`config.mk`:
```
export PLATFORM = sky130hd
export DESIGN_NAME = trio_mendelian_likelihood_ratio_unit
export DESIGN_NICKNAME = d
export VERILOG_FILES = /design/src/hdl/tmlr_pkg.sv /design/src/hdl/tmlr_store.sv /design/src/hdl/tmlr_alu.sv /design/src/hdl/tmlr_seq.sv /design/src/hdl/trio_mendelian_likelihood_ratio_unit.sv
export VERILOG_INCLUDE_DIRS = /design/src /design/src/hdl
export SDC_FILE = /design/constraint.sdc
export NUM_CORES = 1
export LEC_CHECK = 0
export ABC_AREA = 1
export BUFFER_PORTS_ARGS = -buffer_cell sky130_fd_sc_hd__buf_2
export CAP_MARGIN = 20
export CORE_UTILIZATION = 50
export CTS_CLUSTER_SIZE = 10
export DETAILED_ROUTE_END_ITERATION = 8
export GPL_ROUTABILITY_DRIVEN = 1
export HOLD_SLACK_MARGIN = 0.08
export PLACE_DENSITY_LB_ADDON = 0.25
export SLEW_MARGIN = 20
export SYNTH_ARGS = -nofsm -noshare
export SYNTH_HDL_FRONTEND = slang
export SYNTH_SLANG_ARGS = --single-unit
```
`constraint.sdc`:
```
create_clock -name clk -period 10.38 [get_ports clk]
set_input_delay 0.519 -clock clk [delete_from_list [all_inputs] [get_ports clk]]
set_output_delay 0.519 -clock clk [all_outputs]
set_load 0.02 [all_outputs]
```
`src/hdl/trio_mendelian_likelihood_ratio_unit_macros.svh`:
```
// Assertion macros shared by the trio likelihood-ratio unit.
// Define NO_ASSERTIONS to compile them away.
`ifndef TRIO_MENDELIAN_LIKELIHOOD_RATIO_UNIT_MACROS_SVH
`define TRIO_MENDELIAN_LIKELIHOOD_RATIO_UNIT_MACROS_SVH
`ifndef NO_ASSERTIONS
// Same-cycle implication
`define TMLR_ASSERT_IMP(label, clk, rst_n, ante, cons) \
    label: assert property (@(posedge clk) disable iff (!rst_n) (ante) |-> (cons)) \
        else $error("tmlr: same-cycle check failed");
// Next-cycle implication
`define TMLR_ASSERT_NEXT(label, clk, rst_n, ante, cons) \
    label: assert property (@(posedge clk) disable iff (!rst_n) (ante) |=> (cons)) \
        else $error("tmlr: next-cycle check failed");
`else
`define TMLR_ASSERT_IMP(label, clk, rst_n, ante, cons)
`define TMLR_ASSERT_NEXT(label, clk, rst_n, ante, cons)
`endif
`endif

```
`src/hdl/tmlr_pkg.sv`:
```
package tmlr_pkg;

    localparam int NUM_GENO   = 10;
    localparam int GENO_IDX_W = 4;
    localparam int MEMBER_W   = 2;
    localparam int RATIO_W    = 10;
    localparam int LETTER_W   = 8;

    typedef logic [GENO_IDX_W-1:0] geno_idx_t;
    typedef logic [MEMBER_W-1:0]   member_t;
    typedef logic [NUM_GENO-1:0]   geno_set_t;
    typedef logic [3:0]            allele_set_t;
    typedef logic [LETTER_W-1:0]   letter_t;
    typedef logic [0:0]            cfg_index_t;

    localparam member_t MEMBER_CHILD  = 2'd0;
    localparam member_t MEMBER_FATHER = 2'd1;
    localparam member_t MEMBER_MOTHER = 2'd2;

    localparam cfg_index_t CFG_X_CHROMOSOME = 1'b0;
    localparam cfg_index_t CFG_MALE_CHILD   = 1'b1;

    localparam geno_idx_t LAST_GENO = geno_idx_t'(NUM_GENO - 1);
    localparam logic [RATIO_W-1:0] RATIO_MAX = '1;

    // Site settings seen by the sequencer
    typedef struct packed {
        logic x_chromosome;
        logic male_child;
    } site_cfg_t;

    // Read addresses into the three likelihood banks
    typedef struct packed {
        geno_idx_t child_idx;
        geno_idx_t father_idx;
        geno_idx_t mother_idx;
    } rd_addr_t;

    // Allele set of a genotype, bit order A C G T
    function automatic allele_set_t geno_mask(geno_idx_t g);
        allele_set_t m;
        case (g)
            4'd0:    m = 4'h1;
            4'd1:    m = 4'h3;
            4'd2:    m = 4'h5;
            4'd3:    m = 4'h9;
            4'd4:    m = 4'h2;
            4'd5:    m = 4'h6;
            4'd6:    m = 4'hA;
            4'd7:    m = 4'h4;
            4'd8:    m = 4'hC;
            4'd9:    m = 4'h8;
            default: m = 4'h0;
        endcase
        return m;
    endfunction

    // IUPAC letter of an allele set
    function automatic letter_t iupac(allele_set_t m);
        letter_t l;
        case (m)
            4'h0:    l = "X";
            4'h1:    l = "A";
            4'h2:    l = "C";
            4'h3:    l = "M";
            4'h4:    l = "G";
            4'h5:    l = "R";
            4'h6:    l = "S";
            4'h7:    l = "V";
            4'h8:    l = "T";
            4'h9:    l = "W";
            4'hA:    l = "Y";
            4'hB:    l = "H";
            4'hC:    l = "K";
            4'hD:    l = "D";
            4'hE:    l = "B";
            default: l = "N";
        endcase
        return l;
    endfunction

    // Child genotypes that agree with a father / mother pair
    function automatic geno_set_t child_set(geno_idx_t f, geno_idx_t m, site_cfg_t cfg);
        allele_set_t mf;
        allele_set_t mm;
        allele_set_t mc;
        geno_set_t   s;
        mf = geno_mask(f);
        mm = geno_mask(m);
        s  = '0;
        for (int c = 0; c < NUM_GENO; c++)
        begin
            mc = geno_mask(geno_idx_t'(c));
            if (cfg.x_chromosome && ($countones(mf) != 1))
                s[c] = 1'b0;
            else if (cfg.x_chromosome && cfg.male_child)
                s[c] = ($countones(mc) == 1) && ((mm & mc) != 4'h0);
            else
                s[c] = ((mf & mc) != 4'h0) && ((mm & mc) != 4'h0)
                       && (((mf | mm) & mc) == mc);
        end
        return s;
    endfunction

    // Index of the lowest set bit
    function automatic geno_idx_t lowest(geno_set_t s);
        geno_idx_t idx;
        idx = '0;
        for (int i = NUM_GENO - 1; i >= 0; i--)
        begin
            if (s[i])
                idx = geno_idx_t'(i);
        end
        return idx;
    endfunction

endpackage

```
`src/hdl/tmlr_store.sv`:
```
module tmlr_store #(
    parameter int LIKELIHOOD_BITS = 8
) (
    input  logic                       clk,
    input  logic                       rst_n,
    input  logic                       wr_en,
    input  tmlr_pkg::member_t          wr_member,
    input  logic [LIKELIHOOD_BITS-1:0] wr_lik [tmlr_pkg::NUM_GENO],
    input  logic                       wr_ref_hom,
    input  tmlr_pkg::rd_addr_t         rd_addr,
    output logic [LIKELIHOOD_BITS-1:0] child_lik,
    output logic [LIKELIHOOD_BITS-1:0] father_lik,
    output logic [LIKELIHOOD_BITS-1:0] mother_lik,
    output logic                       all_ref_hom
);

    logic [LIKELIHOOD_BITS-1:0] child_bank_reg  [tmlr_pkg::NUM_GENO];
    logic [LIKELIHOOD_BITS-1:0] father_bank_reg [tmlr_pkg::NUM_GENO];
    logic [LIKELIHOOD_BITS-1:0] mother_bank_reg [tmlr_pkg::NUM_GENO];
    logic [2:0]                 ref_flags_reg;

    // Write a whole member's likelihoods in one go
    always_ff @(posedge clk)
    begin
        if (wr_en)
        begin
            case (wr_member)
                tmlr_pkg::MEMBER_CHILD:  child_bank_reg  <= wr_lik;
                tmlr_pkg::MEMBER_FATHER: father_bank_reg <= wr_lik;
                tmlr_pkg::MEMBER_MOTHER: mother_bank_reg <= wr_lik;
                default:                 ;
            endcase
        end
    end

    // Hold the reference-homozygous flags
    always_ff @(posedge clk or negedge rst_n)
    begin
        if (!rst_n)
            ref_flags_reg <= '0;
        else if (wr_en && (wr_member <= tmlr_pkg::MEMBER_MOTHER))
            ref_flags_reg[wr_member] <= wr_ref_hom;
    end

    // One read port per bank
    assign child_lik  = child_bank_reg[rd_addr.child_idx];
    assign father_lik = father_bank_reg[rd_addr.father_idx];
    assign mother_lik = mother_bank_reg[rd_addr.mother_idx];

    // No-call test for an arriving mother request
    assign all_ref_hom = ref_flags_reg[tmlr_pkg::MEMBER_CHILD]
                         & ref_flags_reg[tmlr_pkg::MEMBER_FATHER] & wr_ref_hom;

endmodule

```
`src/hdl/tmlr_alu.sv`:
```
module tmlr_alu #(
    parameter int WIDTH = 10
) (
    input  logic [WIDTH-1:0] x,
    input  logic [WIDTH-1:0] y,
    input  logic             sub,
    input  logic [WIDTH-1:0] cmp_val,
    output logic [WIDTH-1:0] res,
    output logic             less
);

    // Add or subtract, then compare against the running value
    assign res  = sub ? (x - y) : (x + y);
    assign less = (res < cmp_val);

endmodule

```
`src/hdl/tmlr_seq.sv`:
```
`include "trio_mendelian_likelihood_ratio_unit_macros.svh"

module tmlr_seq #(
    parameter int LIKELIHOOD_BITS = 8
) (
    input  logic                              clk,
    input  logic                              rst_n,
    input  tmlr_pkg::site_cfg_t               cfg,
    input  logic                              mother_go,
    input  logic                              all_ref_hom,
    output logic                              busy,
    output tmlr_pkg::rd_addr_t                rd_addr,
    input  logic [LIKELIHOOD_BITS-1:0]        child_lik,
    input  logic [LIKELIHOOD_BITS-1:0]        father_lik,
    input  logic [LIKELIHOOD_BITS-1:0]        mother_lik,
    output logic [LIKELIHOOD_BITS+1:0]        alu_x,
    output logic [LIKELIHOOD_BITS+1:0]        alu_y,
    output logic                              alu_sub,
    output logic [LIKELIHOOD_BITS+1:0]        alu_cmp,
    input  logic [LIKELIHOOD_BITS+1:0]        alu_res,
    input  logic                              alu_less,
    output logic                              out_valid,
    input  logic                              out_stall,
    output logic [tmlr_pkg::RATIO_W-1:0]      log_ratio,
    output logic                              no_call,
    output tmlr_pkg::letter_t                 child_letter,
    output tmlr_pkg::letter_t                 father_letter,
    output tmlr_pkg::letter_t                 mother_letter
);

    localparam int SW = LIKELIHOOD_BITS + 2;
    // Saturation bound; with no bits above the ratio field, all ones saturates to itself
    localparam logic [SW-1:0] RATIO_LIMIT = (SW > tmlr_pkg::RATIO_W)
                                            ? SW'(1 << tmlr_pkg::RATIO_W) : {SW{1'b1}};

    typedef enum logic [2:0] {
        S_IDLE,
        S_MIN,
        S_SUM1,
        S_SUM2,
        S_PAIR,
        S_TRIP,
        S_DIFF,
        S_DONE
    } state_t;

    state_t                         state_reg,  state_next;
    tmlr_pkg::member_t              scan_mem_reg, scan_mem_next;
    tmlr_pkg::geno_idx_t            scan_k_reg, scan_k_next;
    logic [LIKELIHOOD_BITS-1:0]     min_reg  [3];
    logic [LIKELIHOOD_BITS-1:0]     min_next [3];
    tmlr_pkg::geno_idx_t            arg_reg  [3];
    tmlr_pkg::geno_idx_t            arg_next [3];
    logic [SW-1:0]                  acc_reg, acc_next;
    logic [SW-1:0]                  best_reg, best_next;
    logic [SW-1:0]                  pairsum_reg, pairsum_next;
    tmlr_pkg::geno_idx_t            f_reg, f_next;
    tmlr_pkg::geno_idx_t            m_reg, m_next;
    tmlr_pkg::geno_set_t            cmask_reg, cmask_next;
    logic [tmlr_pkg::RATIO_W-1:0]   ratio_reg, ratio_next;
    logic                           nocall_pend_reg, nocall_pend_next;
    logic                           out_valid_reg, out_valid_next;
    logic [tmlr_pkg::RATIO_W-1:0]   log_ratio_reg, log_ratio_next;
    logic                           no_call_reg, no_call_next;
    tmlr_pkg::letter_t              child_letter_reg, child_letter_next;
    tmlr_pkg::letter_t              father_letter_reg, father_letter_next;
    tmlr_pkg::letter_t              mother_letter_reg, mother_letter_next;

    logic [LIKELIHOOD_BITS-1:0]     scan_lik;
    tmlr_pkg::geno_set_t            pair_set;
    tmlr_pkg::geno_idx_t            trip_c;
    tmlr_pkg::geno_set_t            cmask_left;
    logic                           last_pair;
    logic                           out_free;

    // Pick the bank under scan
    always_comb
    begin
        case (scan_mem_reg)
            tmlr_pkg::MEMBER_CHILD:  scan_lik = child_lik;
            tmlr_pkg::MEMBER_FATHER: scan_lik = father_lik;
            default:                 scan_lik = mother_lik;
        endcase
    end

    assign pair_set   = tmlr_pkg::child_set(f_reg, m_reg, cfg);
    assign trip_c     = tmlr_pkg::lowest(cmask_reg);
    assign cmask_left = cmask_reg & (cmask_reg - 1'b1);
    assign last_pair  = (f_reg == tmlr_pkg::LAST_GENO) && (m_reg == tmlr_pkg::LAST_GENO);
    assign out_free   = !out_valid_reg || !out_stall;

    // Sequencer: next state, read addresses and shared unit operands
    always_comb
    begin
        state_next         = state_reg;
        scan_mem_next      = scan_mem_reg;
        scan_k_next        = scan_k_reg;
        min_next           = min_reg;
        arg_next           = arg_reg;
        acc_next           = acc_reg;
        best_next          = best_reg;
        pairsum_next       = pairsum_reg;
        f_next             = f_reg;
        m_next             = m_reg;
        cmask_next         = cmask_reg;
        ratio_next         = ratio_reg;
        nocall_pend_next   = nocall_pend_reg;
        out_valid_next     = out_valid_reg && out_stall;
        log_ratio_next     = log_ratio_reg;
        no_call_next       = no_call_reg;
        child_letter_next  = child_letter_reg;
        father_letter_next = father_letter_reg;
        mother_letter_next = mother_letter_reg;

        rd_addr = '{child_idx: trip_c, father_idx: f_reg, mother_idx: m_reg};
        alu_x   = '0;
        alu_y   = '0;
        alu_sub = 1'b0;
        alu_cmp = '0;

        case (state_reg)
            S_IDLE:
            begin
                if (mother_go)
                begin
                    nocall_pend_next = all_ref_hom;
                    scan_mem_next    = tmlr_pkg::MEMBER_CHILD;
                    scan_k_next      = '0;
                    state_next       = all_ref_hom ? S_DONE : S_MIN;
                end
            end

            // Walk each member's likelihoods for its minimum, first index on ties
            S_MIN:
            begin
                rd_addr = '{child_idx: scan_k_reg, father_idx: scan_k_reg,
                            mother_idx: scan_k_reg};
                alu_x   = SW'(scan_lik);
                alu_cmp = SW'(min_reg[scan_mem_reg]);
                if ((scan_k_reg == '0) || alu_less)
                begin
                    min_next[scan_mem_reg] = scan_lik;
                    arg_next[scan_mem_reg] = scan_k_reg;
                end
                if (scan_k_reg == tmlr_pkg::LAST_GENO)
                begin
                    scan_k_next = '0;
                    if (scan_mem_reg == tmlr_pkg::MEMBER_MOTHER)
                        state_next = S_SUM1;
                    else
                        scan_mem_next = scan_mem_reg + 1'b1;
                end
                else
                    scan_k_next = scan_k_reg + 1'b1;
            end

            S_SUM1:
            begin
                alu_x      = SW'(min_reg[0]);
                alu_y      = SW'(min_reg[1]);
                acc_next   = alu_res;
                state_next = S_SUM2;
            end

            S_SUM2:
            begin
                alu_x      = acc_reg;
                alu_y      = SW'(min_reg[2]);
                acc_next   = alu_res;
                best_next  = '1;
                f_next     = '0;
                m_next     = '0;
                state_next = S_PAIR;
            end

            // Load a parent pair: its sum and the set of children it allows
            S_PAIR:
            begin
                alu_x = SW'(father_lik);
                alu_y = SW'(mother_lik);
                if (pair_set != '0)
                begin
                    pairsum_next = alu_res;
                    cmask_next   = pair_set;
                    state_next   = S_TRIP;
                end
                else if (last_pair)
                    state_next = S_DIFF;
                else if (m_reg == tmlr_pkg::LAST_GENO)
                begin
                    f_next = f_reg + 1'b1;
                    m_next = '0;
                end
                else
                    m_next = m_reg + 1'b1;
            end

            // One consistent child per cycle against the running best
            S_TRIP:
            begin
                alu_x      = SW'(child_lik);
                alu_y      = pairsum_reg;
                alu_cmp    = best_reg;
                cmask_next = cmask_left;
                if (alu_less)
                    best_next = alu_res;
                if (cmask_left == '0)
                begin
                    if (last_pair)
                        state_next = S_DIFF;
                    else
                    begin
                        state_next = S_PAIR;
                        if (m_reg == tmlr_pkg::LAST_GENO)
                        begin
                            f_next = f_reg + 1'b1;
                            m_next = '0;
                        end
                        else
                            m_next = m_reg + 1'b1;
                    end
                end
            end

            // Subtract the minima and saturate
            S_DIFF:
            begin
                alu_x      = best_reg;
                alu_y      = acc_reg;
                alu_sub    = 1'b1;
                alu_cmp    = RATIO_LIMIT;
                ratio_next = alu_less ? alu_res[tmlr_pkg::RATIO_W-1:0] : tmlr_pkg::RATIO_MAX;
                state_next = S_DONE;
            end

            // Hand the result to the output register once it is free
            S_DONE:
            begin
                if (out_free)
                begin
                    out_valid_next = 1'b1;
                    no_call_next   = nocall_pend_reg;
                    if (nocall_pend_reg)
                    begin
                        log_ratio_next     = '0;
                        child_letter_next  = '0;
                        father_letter_next = '0;
                        mother_letter_next = '0;
                    end
                    else
                    begin
                        log_ratio_next     = ratio_reg;
                        child_letter_next  = tmlr_pkg::iupac(tmlr_pkg::geno_mask(arg_reg[0]));
                        father_letter_next = tmlr_pkg::iupac(tmlr_pkg::geno_mask(arg_reg[1]));
                        mother_letter_next = tmlr_pkg::iupac(tmlr_pkg::geno_mask(arg_reg[2]));
                    end
                    state_next = S_IDLE;
                end
            end

            default:
                state_next = S_IDLE;
        endcase
    end

    // Hold state and registered outputs
    always_ff @(posedge clk or negedge rst_n)
    begin
        if (!rst_n)
        begin
            state_reg         <= S_IDLE;
            scan_mem_reg      <= tmlr_pkg::MEMBER_CHILD;
            scan_k_reg        <= '0;
            for (int i = 0; i < 3; i++)
            begin
                min_reg[i] <= '0;
                arg_reg[i] <= '0;
            end
            acc_reg           <= '0;
            best_reg          <= '0;
            pairsum_reg       <= '0;
            f_reg             <= '0;
            m_reg             <= '0;
            cmask_reg         <= '0;
            ratio_reg         <= '0;
            nocall_pend_reg   <= 1'b0;
            out_valid_reg     <= 1'b0;
            log_ratio_reg     <= '0;
            no_call_reg       <= 1'b0;
            child_letter_reg  <= '0;
            father_letter_reg <= '0;
            mother_letter_reg <= '0;
        end
        else
        begin
            state_reg         <= state_next;
            scan_mem_reg      <= scan_mem_next;
            scan_k_reg        <= scan_k_next;
            min_reg           <= min_next;
            arg_reg           <= arg_next;
            acc_reg           <= acc_next;
            best_reg          <= best_next;
            pairsum_reg       <= pairsum_next;
            f_reg             <= f_next;
            m_reg             <= m_next;
            cmask_reg         <= cmask_next;
            ratio_reg         <= ratio_next;
            nocall_pend_reg   <= nocall_pend_next;
            out_valid_reg     <= out_valid_next;
            log_ratio_reg     <= log_ratio_next;
            no_call_reg       <= no_call_next;
            child_letter_reg  <= child_letter_next;
            father_letter_reg <= father_letter_next;
            mother_letter_reg <= mother_letter_next;
        end
    end

    assign busy          = (state_reg != S_IDLE);
    assign out_valid     = out_valid_reg;
    assign log_ratio     = log_ratio_reg;
    assign no_call       = no_call_reg;
    assign child_letter  = child_letter_reg;
    assign father_letter = father_letter_reg;
    assign mother_letter = mother_letter_reg;

    `TMLR_ASSERT_NEXT(a_mother_starts_run, clk, rst_n, mother_go, state_reg != S_IDLE)
    `TMLR_ASSERT_IMP(a_trip_has_child, clk, rst_n, state_reg == S_TRIP, cmask_reg != '0)
    `TMLR_ASSERT_IMP(a_best_above_minima, clk, rst_n, state_reg == S_DIFF, best_reg >= acc_reg)
    `TMLR_ASSERT_IMP(a_no_call_blank, clk, rst_n, out_valid_reg && no_call_reg, log_ratio_reg == '0 && child_letter_reg == '0 && father_letter_reg == '0 && mother_letter_reg == '0)

endmodule

```
`src/hdl/trio_mendelian_likelihood_ratio_unit.sv`:
```
// Trio Mendelian likelihood-ratio unit. Child and father requests are stored as they are
// accepted; the mother request starts a run on one shared adder-comparator: find each
// member's minimum and best genotype, sum the minima, then step through every father/mother
// pair plus each Mendelian-consistent child of that pair, then subtract and post the
// result. A no-call (all three members reference homozygous) skips the run and goes
// straight to posting its result. Posting waits while an earlier result is still held in
// the output register. The input is stalled while a run is in progress; the result waits
// in an output register, so child and father requests for the next trio can follow at once.
module trio_mendelian_likelihood_ratio_unit #(
    parameter int LIKELIHOOD_BITS = 8
) (
    input  logic                         clk,
    input  logic                         rst_n,
    input  logic                         cfg_write,
    input  tmlr_pkg::cfg_index_t         cfg_index,
    input  logic                         cfg_data,
    input  logic                         in_valid,
    output logic                         in_stall,
    input  tmlr_pkg::member_t            member,
    input  logic [LIKELIHOOD_BITS-1:0]   lik_0,
    input  logic [LIKELIHOOD_BITS-1:0]   lik_1,
    input  logic [LIKELIHOOD_BITS-1:0]   lik_2,
    input  logic [LIKELIHOOD_BITS-1:0]   lik_3,
    input  logic [LIKELIHOOD_BITS-1:0]   lik_4,
    input  logic [LIKELIHOOD_BITS-1:0]   lik_5,
    input  logic [LIKELIHOOD_BITS-1:0]   lik_6,
    input  logic [LIKELIHOOD_BITS-1:0]   lik_7,
    input  logic [LIKELIHOOD_BITS-1:0]   lik_8,
    input  logic [LIKELIHOOD_BITS-1:0]   lik_9,
    input  logic                         ref_hom_best,
    output logic                         out_valid,
    input  logic                         out_stall,
    output logic [tmlr_pkg::RATIO_W-1:0] log_ratio,
    output logic                         no_call,
    output tmlr_pkg::letter_t            child_letter,
    output tmlr_pkg::letter_t            father_letter,
    output tmlr_pkg::letter_t            mother_letter
);

    localparam int SW = LIKELIHOOD_BITS + 2;

    logic                       x_chromosome_reg;
    logic                       male_child_reg;
    tmlr_pkg::site_cfg_t        site_cfg;
    logic                       busy;
    logic                       in_accept;
    logic                       mother_go;
    logic                       all_ref_hom;
    logic [LIKELIHOOD_BITS-1:0] wr_lik [tmlr_pkg::NUM_GENO];
    tmlr_pkg::rd_addr_t         rd_addr;
    logic [LIKELIHOOD_BITS-1:0] child_lik;
    logic [LIKELIHOOD_BITS-1:0] father_lik;
    logic [LIKELIHOOD_BITS-1:0] mother_lik;
    logic [SW-1:0]              alu_x;
    logic [SW-1:0]              alu_y;
    logic                       alu_sub;
    logic [SW-1:0]              alu_cmp;
    logic [SW-1:0]              alu_res;
    logic                       alu_less;

    // Site settings
    always_ff @(posedge clk or negedge rst_n)
    begin
        if (!rst_n)
        begin
            x_chromosome_reg <= 1'b0;
            male_child_reg   <= 1'b0;
        end
        else if (cfg_write)
        begin
            case (cfg_index)
                tmlr_pkg::CFG_X_CHROMOSOME: x_chromosome_reg <= cfg_data;
                tmlr_pkg::CFG_MALE_CHILD:   male_child_reg   <= cfg_data;
                default:                    ;
            endcase
        end
    end

    assign site_cfg = '{x_chromosome: x_chromosome_reg, male_child: male_child_reg};

    // Accept requests only between runs
    assign in_stall  = busy;
    assign in_accept = in_valid && !busy;
    assign mother_go = in_accept && (member == tmlr_pkg::MEMBER_MOTHER);

    assign wr_lik[0] = lik_0;
    assign wr_lik[1] = lik_1;
    assign wr_lik[2] = lik_2;
    assign wr_lik[3] = lik_3;
    assign wr_lik[4] = lik_4;
    assign wr_lik[5] = lik_5;
    assign wr_lik[6] = lik_6;
    assign wr_lik[7] = lik_7;
    assign wr_lik[8] = lik_8;
    assign wr_lik[9] = lik_9;

    tmlr_store #(
        .LIKELIHOOD_BITS (LIKELIHOOD_BITS)
    ) u_store (
        .clk         (clk),
        .rst_n       (rst_n),
        .wr_en       (in_accept),
        .wr_member   (member),
        .wr_lik      (wr_lik),
        .wr_ref_hom  (ref_hom_best),
        .rd_addr     (rd_addr),
        .child_lik   (child_lik),
        .father_lik  (father_lik),
        .mother_lik  (mother_lik),
        .all_ref_hom (all_ref_hom)
    );

    tmlr_alu #(
        .WIDTH (SW)
    ) u_alu (
        .x       (alu_x),
        .y       (alu_y),
        .sub     (alu_sub),
        .cmp_val (alu_cmp),
        .res     (alu_res),
        .less    (alu_less)
    );

    tmlr_seq #(
        .LIKELIHOOD_BITS (LIKELIHOOD_BITS)
    ) u_seq (
        .clk           (clk),
        .rst_n         (rst_n),
        .cfg           (site_cfg),
        .mother_go     (mother_go),
        .all_ref_hom   (all_ref_hom),
        .busy          (busy),
        .rd_addr       (rd_addr),
        .child_lik     (child_lik),
        .father_lik    (father_lik),
        .mother_lik    (mother_lik),
        .alu_x         (alu_x),
        .alu_y         (alu_y),
        .alu_sub       (alu_sub),
        .alu_cmp       (alu_cmp),
        .alu_res       (alu_res),
        .alu_less      (alu_less),
        .out_valid     (out_valid),
        .out_stall     (out_stall),
        .log_ratio     (log_ratio),
        .no_call       (no_call),
        .child_letter  (child_letter),
        .father_letter (father_letter),
        .mother_letter (mother_letter)
    );

endmodule
```
# Word-level counts from Yosys, hierarchy flattened
# Memory sizes are Yosys's and may differ from the RTL's.
# Index checks and enable logic that the tools add are counted.
[totals]
reg_bits = 385
rom_bits = 560
output_inout_bits = 37
elab_cells = 301
n_memories = 8
[memory_table]
columns = ["name", "words", "width", "read_ports", "rd_clocked_by_memory_dff", "wr", "line", "source"]
rows = [
  ["(no name shown)", 16, 5, 1, 0, 0, "tmlr_pkg.sv:61", "case (m)"],
  ["(no name shown)", 16, 5, 1, 0, 0, "tmlr_pkg.sv:61", ""],
  ["(no name shown)", 16, 5, 1, 0, 0, "tmlr_pkg.sv:61", ""],
  ["(no name shown)", 16, 4, 1, 0, 0, "tmlr_pkg.sv:42", "case (g)"],
  ["(no name shown)", 16, 4, 1, 0, 0, "tmlr_pkg.sv:42", ""],
  ["(no name shown)", 16, 4, 1, 0, 0, "tmlr_pkg.sv:42", ""],
  ["2 more memories", "--", "--", "--", "--", "--", "--", ""],
]
[op_classes]
n_addsub = 10
order_cmp = 9
n_eq_ne = 31
n_mux = 105
bitwise_logic = 9
reduce_logical = 73
[ops]
columns = ["cell", "count"]
rows = [
  ["4-bit two-way mux", 30],
  ["8-bit binary-select mux with 4-bit select", 3],
  ["8-bit two-way mux", 12],
  ["10-bit case mux with 6 select lines", 1],
  ["10-bit two-way mux", 5],
  ["10-bit case mux with 5 select lines", 1],
  ["4-bit nonzero test", 12],
  ["10-bit case mux with 2 select lines", 2],
  ["2-bit by 32-bit adder with 32-bit output", 1],
  ["32-bit by 2-bit inequality test with 1-bit output, second input constant", 1],
  ["10-bit case mux with 3 select lines", 1],
  ["1-bit logical AND", 29],
  ["24-bit bitwise mux", 1],
  ["1-bit two-way mux", 24],
  ["3-bit two-way mux", 8],
  ["3-bit case mux with 8 select lines", 1],
  ["4-bit case mux with 3 select lines", 2],
  ["2-bit AND reduction", 12],
  ["8-bit binary-select mux with 2-bit select", 1],
  ["8-bit demux with 2-bit select", 1],
  ["2-bit equality test, second input constant", 8],
  ["8-bit case mux with 2 select lines", 1],
  ["5-bit greater-or-equal comparator, second input constant", 3],
  ["4-bit NOT with 5-bit output", 3],
  ["other kinds (46)", 74],
]

# Logic depth before layout (Yosys ltp)
# Gate-level depths: netlist of the first run.
[logic_depth]
word_depth = 22
ltp_mapped = 43
mapped_depth_nobuf = 42

# Modules after synthesis
# From an unflattened synthesis of the first run, not the netlist that was laid out.
[hier_totals]
hier_cells = 2237
hier_area_um2 = 19603.8
[modules_own_cells]
columns = ["module", "n_inst", "cells_each", "area_per_inst_um2"]
rows = [
  ["tmlr_store", 1, 959, 10415.0],
  ["tmlr_seq", 1, 1094, 8139.1],
  ["tmlr_alu", 1, 167, 940.9],
  ["trio_mendelian_likelihood_ratio_unit", 1, 17, 108.9],
]

# Worst setup path before layout of the first run
# OpenSTA, ideal clock, no wires.
[synth_timing]
path_kind = "reg2reg"
from = "register u_seq.state_reg[0]"
to = "register u_seq.scan_mem_reg[1]"
setup_ps = 83
t_arrival_ps = 7483
setup_slack_ps = 2815
stages_incl_launch_ff = 10
period_less_slack_ps = 7565
cell_sequence = "dfrtp_1 > nor2_1 > inv_1 > nor2_1 > nand2_1 > nor3_1 > nor2_1 > a211oi_1 > nand3_1 > o21ai_0"
[synth_via]
elab_chain_len = 6
word_cells_on_any_way = 12
classes_between = "eq/ne (4); mux (1); reduce/logical (7)"
[synth_lines]
columns = ["element", "line", "source"]
rows = [
  ["from (decl)", "tmlr_seq.sv:47", "state_t state_reg, state_next;"],
  ["from (signal assigned)", "tmlr_seq.sv:296", "state_reg <= state_next;"],
  ["3-bit nonzero test", "tmlr_seq.sv:318", "assign busy = (state_reg != S_IDLE);"],
  ["1-bit logical NOT", "trio_mendelian_likelihood_ratio_unit.sv:83", "assign in_accept = in_valid && !busy;"],
  ["1-bit logical AND", "trio_mendelian_likelihood_ratio_unit.sv:83", ""],
  ["1-bit logical AND", "trio_mendelian_likelihood_ratio_unit.sv:84", "assign mother_go = in_accept && (member == tmlr_pkg::MEMBER_MOTHER);"],
  ["named net mother_go", "trio_mendelian_likelihood_ratio_unit.sv:47", "logic mother_go;"],
  ["2-bit inequality test (no source line)", "--", ""],
  ["4-bit AND reduction (no source line)", "--", ""],
  ["to (signal assigned)", "tmlr_seq.sv:272", "scan_mem_reg <= tmlr_pkg::MEMBER_CHILD;"],
  ["to (signal assigned)", "tmlr_seq.sv:297", "scan_mem_reg <= scan_mem_next;"],
  ["to (decl)", "tmlr_seq.sv:48", "tmlr_pkg::member_t scan_mem_reg, scan_mem_next;"],
]
# The timed path passes the listed nets, and every way through them passes these cells.
# A chain may end at the register's enable or synchronous reset.

# Worst setup path in the final report of the first run
[layout_timing]
from = "register u_seq.state_reg[2]"
to = "register u_seq.arg_reg[0] (netlist bit)"
[layout_via]
elab_chain_len = 13
word_cells_on_any_way = 30
classes_between = "add/sub (2); order compare (1); eq/ne (6); mux (16); bitwise (3); reduce/logical (2)"
[layout_lines]
columns = ["element", "line", "source"]
rows = [
  ["3-bit by 1-bit equality test with 1-bit output", "tmlr_seq.sv:121", "case (state_reg)"],
  ["12-bit two-way mux", "tmlr_seq.sv:121", ""],
  ["4-bit NOT with 5-bit output, on equally long branches", "tmlr_store.sv:48, tmlr_store.sv:46, tmlr_store.sv:47", ""],
  ["8-bit binary-select mux with 4-bit select, on equally long branches", "tmlr_store.sv:48, tmlr_store.sv:46, tmlr_store.sv:47", ""],
  ["8-bit two-way mux, on equally long branches (2 in series)", "tmlr_store.sv:48, tmlr_store.sv:46, tmlr_store.sv:47", ""],
  ["8-bit case mux with 2 select lines", "tmlr_seq.sv:79", "case (scan_mem_reg)"],
  ["10-bit case mux with 6 select lines", "tmlr_seq.sv:121", ""],
  ["10-bit adder or 10-bit subtractor (tied branches)", "tmlr_alu.sv:13", "assign res = sub ? (x - y) : (x + y);"],
  ["10-bit two-way mux *", "tmlr_alu.sv:13", ""],
  ["named net alu_res[8]", "trio_mendelian_likelihood_ratio_unit.sv:58", "logic [SW-1:0] alu_res;"],
  ["10-bit less-than comparator *", "tmlr_alu.sv:14", "assign less = (res < cmp_val);"],
  ["1-bit logical OR *", "tmlr_seq.sv:140", "if ((scan_k_reg == '0) || alu_less)"],
  ["2-bit AND reduction (no source line) *", "--", ""],
  ["to (signal assigned)", "tmlr_seq.sv:300", "arg_reg <= arg_next;"],
  ["to (decl)", "tmlr_seq.sv:52", "tmlr_pkg::geno_idx_t arg_reg [3];"],
]
# Mark *: on every way through the listed nets, which the timed path passes. The rest lies on a longest branch. The select of a mux whose other input is x is not followed.

==> reports/metrics.csv, run 1 <==
metric,value,unit
clock.fmax,0.1297,GHz
ant_nets,0,
wl_per_cell,20.56,um
dp_hpwl,37290,um
slowest_delay,0.89,ns
cp_slowest_cell,clkinv_1,
synth-async-reset-ratio,36.17,%
tightest_slew,1.015,ns
synth_warnings,0,
cp_max_fo,17,
rows,70,
wirelength,52920,um
r2r_slack,2.67,ns
relSlewSlack,32.09,%
synth_top_area_share,38.50,%
cts.sinks,376,
r2r_end,u_seq.arg_reg[0],
cp-start-kind,register,
path_clk_slew,0.06,ns
synthFlopType,edfxtp_1,
status,completed,
die_x,195.5,um
setup_ws,2.667,ns
gp_congestion,0.9760,
port_buffers,120,
ctsResizeCount,0,
dr.pass1.iters,6,
worst_skew_pair.late_latency,0.59,ns
htreeDepth,2,
register_area,10610,sq um
worstSetupPathType,register to register,
design.die.area,38210,sq um
fin_crit,7.713,ns
antenna_found_initial,0,
yosysUniqueCellTypes,57,
drt_iter0_drc,1380,
critPathArrivalTime,8.16,ns
cp_num_buf_inv,5,
drive_above_1_share,11.40,%
vias,14845,
multiInputGateArea,6928,sq um
syn_inst,1978,
post_cts_buffers,0,
yosysMostFrequentCell,nand2_1,
fillers,3204,
drc,0,
synth.cell_area,18720,sq um
die_h,195.5,um
grtUsageTotal,28.52,%
cts_tree,built,
ys_seq_elements,376,
slew_viol_final,0,
ys_seq_area_share,56.68,%
finalClockSkew,0.02526,ns
synth-edff-count,240,
final_nets,2232,
worstSetupEndpoint,u_seq.arg_reg[0],
synth_area_leaders,"edfxtp_1 (39%), dfrtp_1 (18%), nand2_1 (9.3%)",
synth.largest_area_cell,edfxtp_1,
synth_commonest_cells,"nand2_1 (462), nand3_1 (261), edfxtp_1 (240)",
io_pins,127,
finalNonFillerCells,2574,
hold_path.class,input port to register,
setup_viol,0,
area_growth,11.89,%
grt_pass1_wl,82810,um
crit_family,simple AND/OR/NAND/NOR gates,
cp.depth,34,
core_area,36700,sq um
rsz0062_at_grt,false,
grt-ovfl-total,0,
cts_made_buffers,44,
initial_utilization,51.01,%
vias_per_cell,5.767,
finalSetupTns,0,ns
antenna_cells,0,
fin_crit_sh,74.31,%
cpMostUsedCell,nand2_1,
cp.required,10.82,ns
end_kind,register,
syn_avg_cell_area,9.463,sq um
cts_buffer_depth,3,
grt_start_max_net_pins,88,
dp_slack,2.766,ns
grt_pass1_vias,14366,
maxCapViolations,0,
post-place-cells,2508,
startpoint,u_seq.state_reg[2],
finalHoldViolCount,0,
r2r_start,u_seq.state_reg[2],
reg2reg_depth,34,
ctsRootBufferMaster,clkbuf_16,
-- placed cells by master (no fill, tap or decap), types with 7 or more instances in the layout --
cell       netlist  layout
nand2_1        462     462
nand3_1        261     261
edfxtp_1       240     240
inv_1          205     205
dfrtp_1        136     136
o21ai_0        130     130
buf_2           25     119
nor2_1          94      92
a21oi_1         63      63
ha_1            53      53
clkbuf_16        0      44
nand3b_1        23      23
o211ai_1        21      21
o22ai_1         19      19
xor2_1          17      17
clkbuf_1        31      16
a22oi_1         14      14
nor3_1          15      14
buf_4           12      13
a221oi_1        12      12
o21ai_1         13      12
inv_2           10      10
or2_2            9       9
o31ai_1          8       8
a22o_1           8       8
nand2_2          7       7
xnor2_1          7       7
-- cell type report --
cell class | instances | area share (%)
Sequential cell | 376 | 50.66
Multi-Input combinational cell | 1309 | 33.08
Clock buffer | 61 | 5.610
Inverter | 221 | 3.985
Timing Repair Buffer | 135 | 3.465
Tap cell | 468 | 2.796
Clock inverter | 4 | 0.4062
-- how the worst min path moves through the flow --
stage                           startpoint  cells past startpoint                          end
floorplan                            rst_n                      0               male_child_reg
global placement    u_seq.father_letter[2]                      2       u_seq.father_letter[2]
detailed placement  u_seq.mother_letter[3]                      2       u_seq.mother_letter[3]
CTS                               lik_1[4]                      1  u_store.father_bank_reg[68]
global route                      lik_5[5]                      1   u_store.child_bank_reg[37]
finish                            lik_6[2]                      1  u_store.father_bank_reg[26]
-- metal layers --
metal  global-route usage [%]  routed length [um]
met1                    38.52               21960
met2                    46.38               25030
met3                    4.370                4127
met4                    11.26                1802
met5                        0                   0
-- through the flow --
step / cell area (sq um) / hold slack, ns / utilization [%]
after floorplan: 18740 / 0.2234 / -
after detailed placement: 19670 / 0.4671 / 53.60
after global routing: 20940 / 0.1310 / 57.07
after global placement: 19670 / 0.4672 / 53.60
after CTS: 20940 / 0.1156 / 57.06
final: 20940 / 0.1403 / 57.07
-- timing repair --
item,4_1_cts,5_1_grt
endpoints found under the setup margin,0,0
endpoints found under the hold margin,86,0
hold buffers,1,0
-- cell families (layout without fill, tap and decap cells) --
group | count (synthesis) | count (layout) | share of synthesized area, %
compound gates | 326 | 326 | 10.63
xor+xnor | 24 | 24 | 1.123
fa+ha+maj | 55 | 55 | 3.757
buf+inv | 298 | 421 | 6.531
flops | 376 | 376 | 56.68
other cells | 1 | 6 | 0.02003
simple gates | 898 | 898 | 21.26
Power of run 1 is not shown: default switching activity piles up to over one toggle a cycle in this logic, so the estimate is an artifact.
==> run 2, diff against run 1 <==
==> constraint.sdc (replaced) <==
create_clock -name clk -period 6.4 [get_ports clk]
set_input_delay 0.32 -clock clk [delete_from_list [all_inputs] [get_ports clk]]
set_output_delay 0.32 -clock clk [all_outputs]
set_load 0.02 [all_outputs]
==> run 2 against run 1 <==
Against the previous run:
- utilization rose by 3.9 points
- non-clock buffer count increased by 145
- register-to-register slack worse by 2.2 ns
- first-iteration DRC count is 6.8% higher
- worst setup slack lost 2.2 ns
- global-route usage about the same
- via count increased by 3.9%
- wire length is 1.1% higher
==> reports/metrics.csv, run 2 (synthesis results as in run 1) <==
metric,value,unit,change
fin_crit,5.953,ns,-1.760 ns
fin_crit_sh,93.02,%,+19 points
tightest_slew,1.021,ns,+0.006122 ns
cp.required,6.91,ns,-3.91 ns
cts_made_buffers,45,,+2.3%
relSlewSlack,31.93,%,-0.16 points
dp_hpwl,37340,um,+0.15%
worst_skew_pair.late_latency,0.58,ns,about the same
slew_viol_final,0,,unchanged
die_x,195.5,um,unchanged
clock.fmax,0.1680,GHz,+30%
dp_slack,0.2684,ns,-2.498 ns
worstSetupPathType,register to register,,
status,completed,,
htreeDepth,2,,unchanged
setup_viol,0,,unchanged
final_common_cell,nand2_1,,
wirelength,53500,um,+1.1%
grt_start_max_net_pins,83,,-5.7%
most-common-layout-cells,"nand2_1 (462), nand3_1 (261), edfxtp_1 (240)",,
drc,0,,unchanged
cp_max_fo,13,,-4
antenna_found_initial,0,,unchanged
cpMostUsedCell,nand2_1,,
setup_ws,0.4469,ns,-2.220 ns
wl_per_cell,19.71,um,-4.2%
cp_slowest_cell,nor2_1,,
slowest_delay,0.60,ns,-0.29 ns
rsz0062_at_grt,true,,
die_h,195.5,um,unchanged
finalClockSkew,0.02802,ns,+0.002765 ns
finalHoldViolCount,0,,unchanged
whs,0.1029,ns,-0.03734 ns
grt_pass1_wl,83980,um,+1.4%
end_kind,register,,
port_buffers,120,,unchanged
r2r_end,u_seq.min_reg[19],,
core_area,36700,sq um,unchanged
maxCapViolations,0,,unchanged
path_clk_slew,0.06,ns,about the same
dr.pass1.iters,7,,+1
area_growth,19.45,%,
grt-ovfl-total,0,,unchanged
cp-start-kind,register,,
cts.sinks,376,,unchanged
drive_above_1_share,13.71,%,+2.3 points
ant_nets,0,,unchanged
initial_utilization,51.01,%,unchanged
worstSetupEndpoint,u_seq.min_reg[19],,
final_nets,2378,,+6.5%
grt_pass1_vias,15025,,+4.6%
r2r_start,u_seq.scan_mem_reg[0],,
startpoint,u_seq.scan_mem_reg[0],,
gp_congestion,0.9442,,-3.3%
rows,70,,unchanged
cts_buffer_depth,3,,unchanged
vias,15419,,+3.9%
drt_iter0_drc,1474,,+6.8%
critPathArrivalTime,6.46,ns,-1.70 ns
grtUsageTotal,28.56,%,+0.032 points
antenna_cells,0,,unchanged
ctsRootBufferMaster,clkbuf_16,,
cts_tree,built,,
vias_per_cell,5.679,,-1.5%
io_pins,127,,unchanged
hold_path.class,input port to register,,
finalSetupTns,0,ns,unchanged
design.die.area,38210,sq um,unchanged
r2r_slack,0.45,ns,-2.22 ns
reg2reg_depth,28,,-18%
finish.utilization,60.92,%,+3.9 points
## run 2: layout make-up
class / count / area, sq um
Clock buffer: 55 / 1204
Clock inverter: 6 / 77.57
Fill cell: 3067 / 14340
Inverter: 221 / 854.6
Multi-Input combinational cell: 1309 / 6972
Sequential cell: 376 / 10610
Tap cell: 468 / 585.6
Timing Repair Buffer: 280 / 2053
## run 2: worst min-delay path by stage
stage | startpoint | to | slack [ns] | depth (start not counted)
6_report | member[0] | u_store.ref_flags_reg[0] | 0.10 | 3
5_1_grt | member[0] | u_store.ref_flags_reg[0] | 0.12 | 3
4_1_cts | member[0] | u_store.ref_flags_reg[0] | 0.09 | 3
3_5_place_dp | rst_n | x_chromosome_reg | 0.31 | 1
3_3_place_gp | rst_n | x_chromosome_reg | 0.31 | 1
2_1_floorplan | rst_n | male_child_reg | 0.02 | 0
## run 2: worst max-delay path, delay by kind of cell (launching register included)
family / cells / cell delay (ns)
and+or+nand+nor: 13 / 2.19
DFF: 1 / 0.58
xor gates and xnor gates: 1 / 0.25
adders and majority gates: 4 / 1.41
buffers and inverters: 4 / 0.67
AOI/OAI and AO/OA: 6 / 0.76
## run 2: stage by stage
| stage | std cells | cell area [sq um] |
|---|---|---|
| floorplan | 1983 | 18740 |
| global placement | 2553 | 20010 |
| detailed placement | 2553 | 20010 |
| CTS | 2701 | 22170 |
| global route | 2715 | 22360 |
| finish | 2715 | 22360 |
## run 2: repair_timing
| item | 4_1_cts | 5_1_grt |
|---|---|---|
| hold buffers | 87 | 0 |
| buffers inserted | 0 | 13 |
| setup endpoints to repair | 0 | 56 |
| gates resized for setup | 0 | 17 |
| hold endpoints to repair | 299 | 0 |
## run 2: per-layer routing
metal | track usage [%] | vias to the layer above | share of wire [%]
met3 | 5.078 | 125 | 8.2
met4 | 9.886 | 0 | 3.2
met5 | 0 | - | 0
li1 | - | 7257 | -
met1 | 37.60 | 7304 | 41
met2 | 47.58 | 733 | 47
Power of run 2 is left out for the same reason.
==> run 3, diff against run 2 <==
--- a/config.mk
+++ b/config.mk
@@ -6,7 +6,7 @@
 export SDC_FILE = /design/constraint.sdc
 export NUM_CORES = 1
 export LEC_CHECK = 0
-export ABC_AREA = 1
+export ABC_AREA = 0
 export BUFFER_PORTS_ARGS = -buffer_cell sky130_fd_sc_hd__buf_2
 export CAP_MARGIN = 20
 export CORE_UTILIZATION = 50
@@ -15,6 +15,7 @@
 export GPL_ROUTABILITY_DRIVEN = 1
 export HOLD_SLACK_MARGIN = 0.08
 export PLACE_DENSITY_LB_ADDON = 0.25
+export SETUP_SLACK_MARGIN = 0.5
 export SLEW_MARGIN = 20
 export SYNTH_ARGS = -nofsm -noshare
 export SYNTH_HDL_FRONTEND = slang
==> run 3 against run 2 <==
Against the previous run:
- synthesized cell count is 14% lower
- utilization is 3.1 points higher
- area after synthesis is 2.7% higher
- clock skew is 0.0096 ns lower
- via count is 1.8% lower
- critical path depth is 9 higher
- critical endpoint is now u_seq.min_reg[0]
==> reports/metrics.csv, run 3 <==
metric,value,unit,change
status,completed,,
dp_hpwl,39590,um,+6.0%
ant_nets,0,,unchanged
critPathArrivalTime,6.27,ns,-0.19 ns
maxCapViolations,0,,unchanged
path_clk_slew,0.06,ns,about the same
grt_start_max_net_pins,85,,+2.4%
setup_ws,0.5967,ns,+0.1498 ns
whs,0.1167,ns,+0.01381 ns
synth.cell_area,19220,sq um,+2.7%
syn_avg_cell_area,11.26,sq um,+19%
slowest_delay,0.48,ns,-0.12 ns
synth_area_leaders,"edfxtp_1 (38%), dfrtp_1 (18%), mux2i_1 (6.7%)",,
end_kind,register,,
synth_top_area_share,37.50,%,-1.0 points
setup_viol,0,,unchanged
htreeDepth,2,,unchanged
cts_tree,built,,
port_buffers,120,,unchanged
grt_pass1_vias,14864,,-1.1%
hold_path.class,input port to register,,
most-common-layout-cells,"edfxtp_1 (240), nand2_1 (174), dfrtp_1 (136), buf_4 (136), mux2i_1 (120)",,
synthFlopType,edfxtp_1,,
ys_seq_area_share,55.21,%,-1.5 points
dp_slack,-0.1991,ns,-0.4675 ns
area_growth,25.82,%,
initial_utilization,50.90,%,-0.11 points
synth-async-reset-ratio,36.17,%,unchanged
design.die.area,39220,sq um,+2.6%
relSlewSlack,25.28,%,-6.7 points
place_area,20950,sq um,+4.7%
antenna_found_initial,0,,unchanged
die_h,198.0,um,+1.3%
finalClockSkew,0.01844,ns,-0.009581 ns
finalHoldViolCount,0,,unchanged
fin_crit,5.803,ns,-0.1498 ns
worst_skew_pair.late_latency,0.59,ns,about the same
cp-start-kind,register,,
r2r_start,u_seq.state_reg[0],,
slew_viol_final,0,,unchanged
rows,71,,+1.4%
final_common_cell,edfxtp_1,,
io_pins,127,,unchanged
final_nets,2175,,-8.5%
synth.largest_area_cell,edfxtp_1,,
rsz0062_at_grt,true,,
ctsRootBufferMaster,clkbuf_16,,
min_from,cfg_index,,
synth-edff-count,240,,unchanged
cp_max_fo,6,,-7
cts_made_buffers,45,,unchanged
worstSetupPathType,register to register,,
grt_pass1_wl,86320,um,+2.8%
synth_commonest_cells,"edfxtp_1 (240), nand2_1 (179), dfrtp_1 (136)",,
cp_slowest_cell,or3b_4,,
drive_above_1_share,24.16,%,+10 points
drt_iter0_drc,1067,,-28%
grt-ovfl-total,0,,unchanged
cp.required,6.87,ns,-0.04 ns
vias,15137,,-1.8%
cts_buffer_depth,3,,unchanged
wl_per_cell,22.18,um,+13%
yosysMostFrequentCell,edfxtp_1,,
fin_crit_sh,90.68,%,-2.3 points
synth_warnings,0,,unchanged
gp_congestion,0.9573,,+1.4%
grtUsageTotal,29.37,%,+0.82 points
syn_inst,1707,,-14%
tightest_slew,1.121,ns,+0.09979 ns
vias_per_cell,5.904,,+4.0%
yosysUniqueCellTypes,87,,+53%
dr.pass1.iters,6,,-1
core_area,37760,sq um,+2.9%
cts.sinks,376,,unchanged
startpoint,u_seq.state_reg[0],,
clock.fmax,0.1723,GHz,+2.6%
finish.utilization,64.04,%,+3.1 points
ys_seq_elements,376,,unchanged
final_area,24180,sq um,+8.1%
die_x,198.0,um,+1.3%
wirelength,56870,um,+6.3%
drc,0,,unchanged
antenna_cells,0,,unchanged
-- run 3: changes by cell type in the layout (fill, tap and decap cells not counted), moves of 14 or more --
cell      change
a21oi_1      +16
inv_1       -153
buf_6        +22
mux2_2       +45
a211oi_1     +29
o21ai_0      -14
buf_4        +68
o22ai_1      +14
nand2_1     -288
a21o_1       +15
nand3_1     -247
nor2b_1      +29
mux2i_1     +120
nand2b_1     +26
-- run 3: cell type report --
cell class	instances	area [sq um]
fillers	2886	13580
flip-flops and latches	376	10610
multi-input cells	1176	8454
repair buffers	377	2967
clock buffers	64	1227
well taps	511	639.4
inverters	54	203.9
clock inverters	6	77.57
-- run 3: repair_timing --
action / CTS / global route
endpoints found under the setup margin: 56 / 56
gates resized for setup: 31 / 106
pin swaps: 9 / 43
endpoints found under the hold margin: 328 / 0
hold buffers: 85 / 0
cloned: 0 / 3
buffers inserted: 36 / 24
-- run 3: metal layers --
| layer | track usage (%) | share of wire [%] | vias to the layer above |
|---|---|---|---|
| met4 | 12.06 | 3.5 | 0 |
| met2 | 48.66 | 48 | 623 |
| met3 | 4.854 | 6.4 | 111 |
| met1 | 38.34 | 42 | 7412 |
| met5 | 0 | 0 | - |
| li1 | - | - | 6991 |
-- run 3: per-stage QoR --
| step | std cells | setup TNS [ns] |
|---|---|---|
| after floorplan | 1712 | 0 |
| after global placement | 2346 | -0.02550 |
| after detailed placement | 2346 | -3.419 |
| after CTS | 2537 | 0 |
| after global routing | 2564 | 0 |
| final | 2564 | 0 |
-- run 3: cells by family (layout without fill, tap and decap cells) --
group / Yosys count / after routing / share of synthesized area (%)
buffers and inverters: 161 / 501 / 3.626
multiplexers: 176 / 176 / 9.473
flip-flops: 376 / 376 / 55.21
adder cells (fa/ha/maj): 55 / 55 / 3.659
other: 1 / 6 / 0.01951
AND/OR/NAND/NOR: 448 / 449 / 11.23
XOR/XNOR: 19 / 19 / 0.8659
AO/OA/AOI/OAI: 471 / 471 / 15.91
-- run 3: path summary, 6_finish.rpt --
check,slack (ns),end,depth (start not counted)
worst max-delay path,0.60,u_seq.min_reg[0],37
worst min-delay path,0.12,x_chromosome_reg,3
worst max register to register,0.60,u_seq.min_reg[0],37
worst min register to register,0.47,u_seq.log_ratio[8],2
max in group asynchronous,4.80,u_seq.acc_reg[8],3
min in group asynchronous,0.36,u_seq.father_letter[4],2
-- run 3: worst max-delay path, delay by kind of cell, from the launching register on --
| family | cells | cell delay, ns |
|---|---|---|
| AOI/OAI and AO/OA | 4 | 0.72 |
| buffers and inverters | 28 | 3.19 |
| muxes | 4 | 0.84 |
| and+or+nand+nor | 1 | 0.48 |
| DFF | 1 | 0.42 |
Power of run 3 is left out for the same reason.
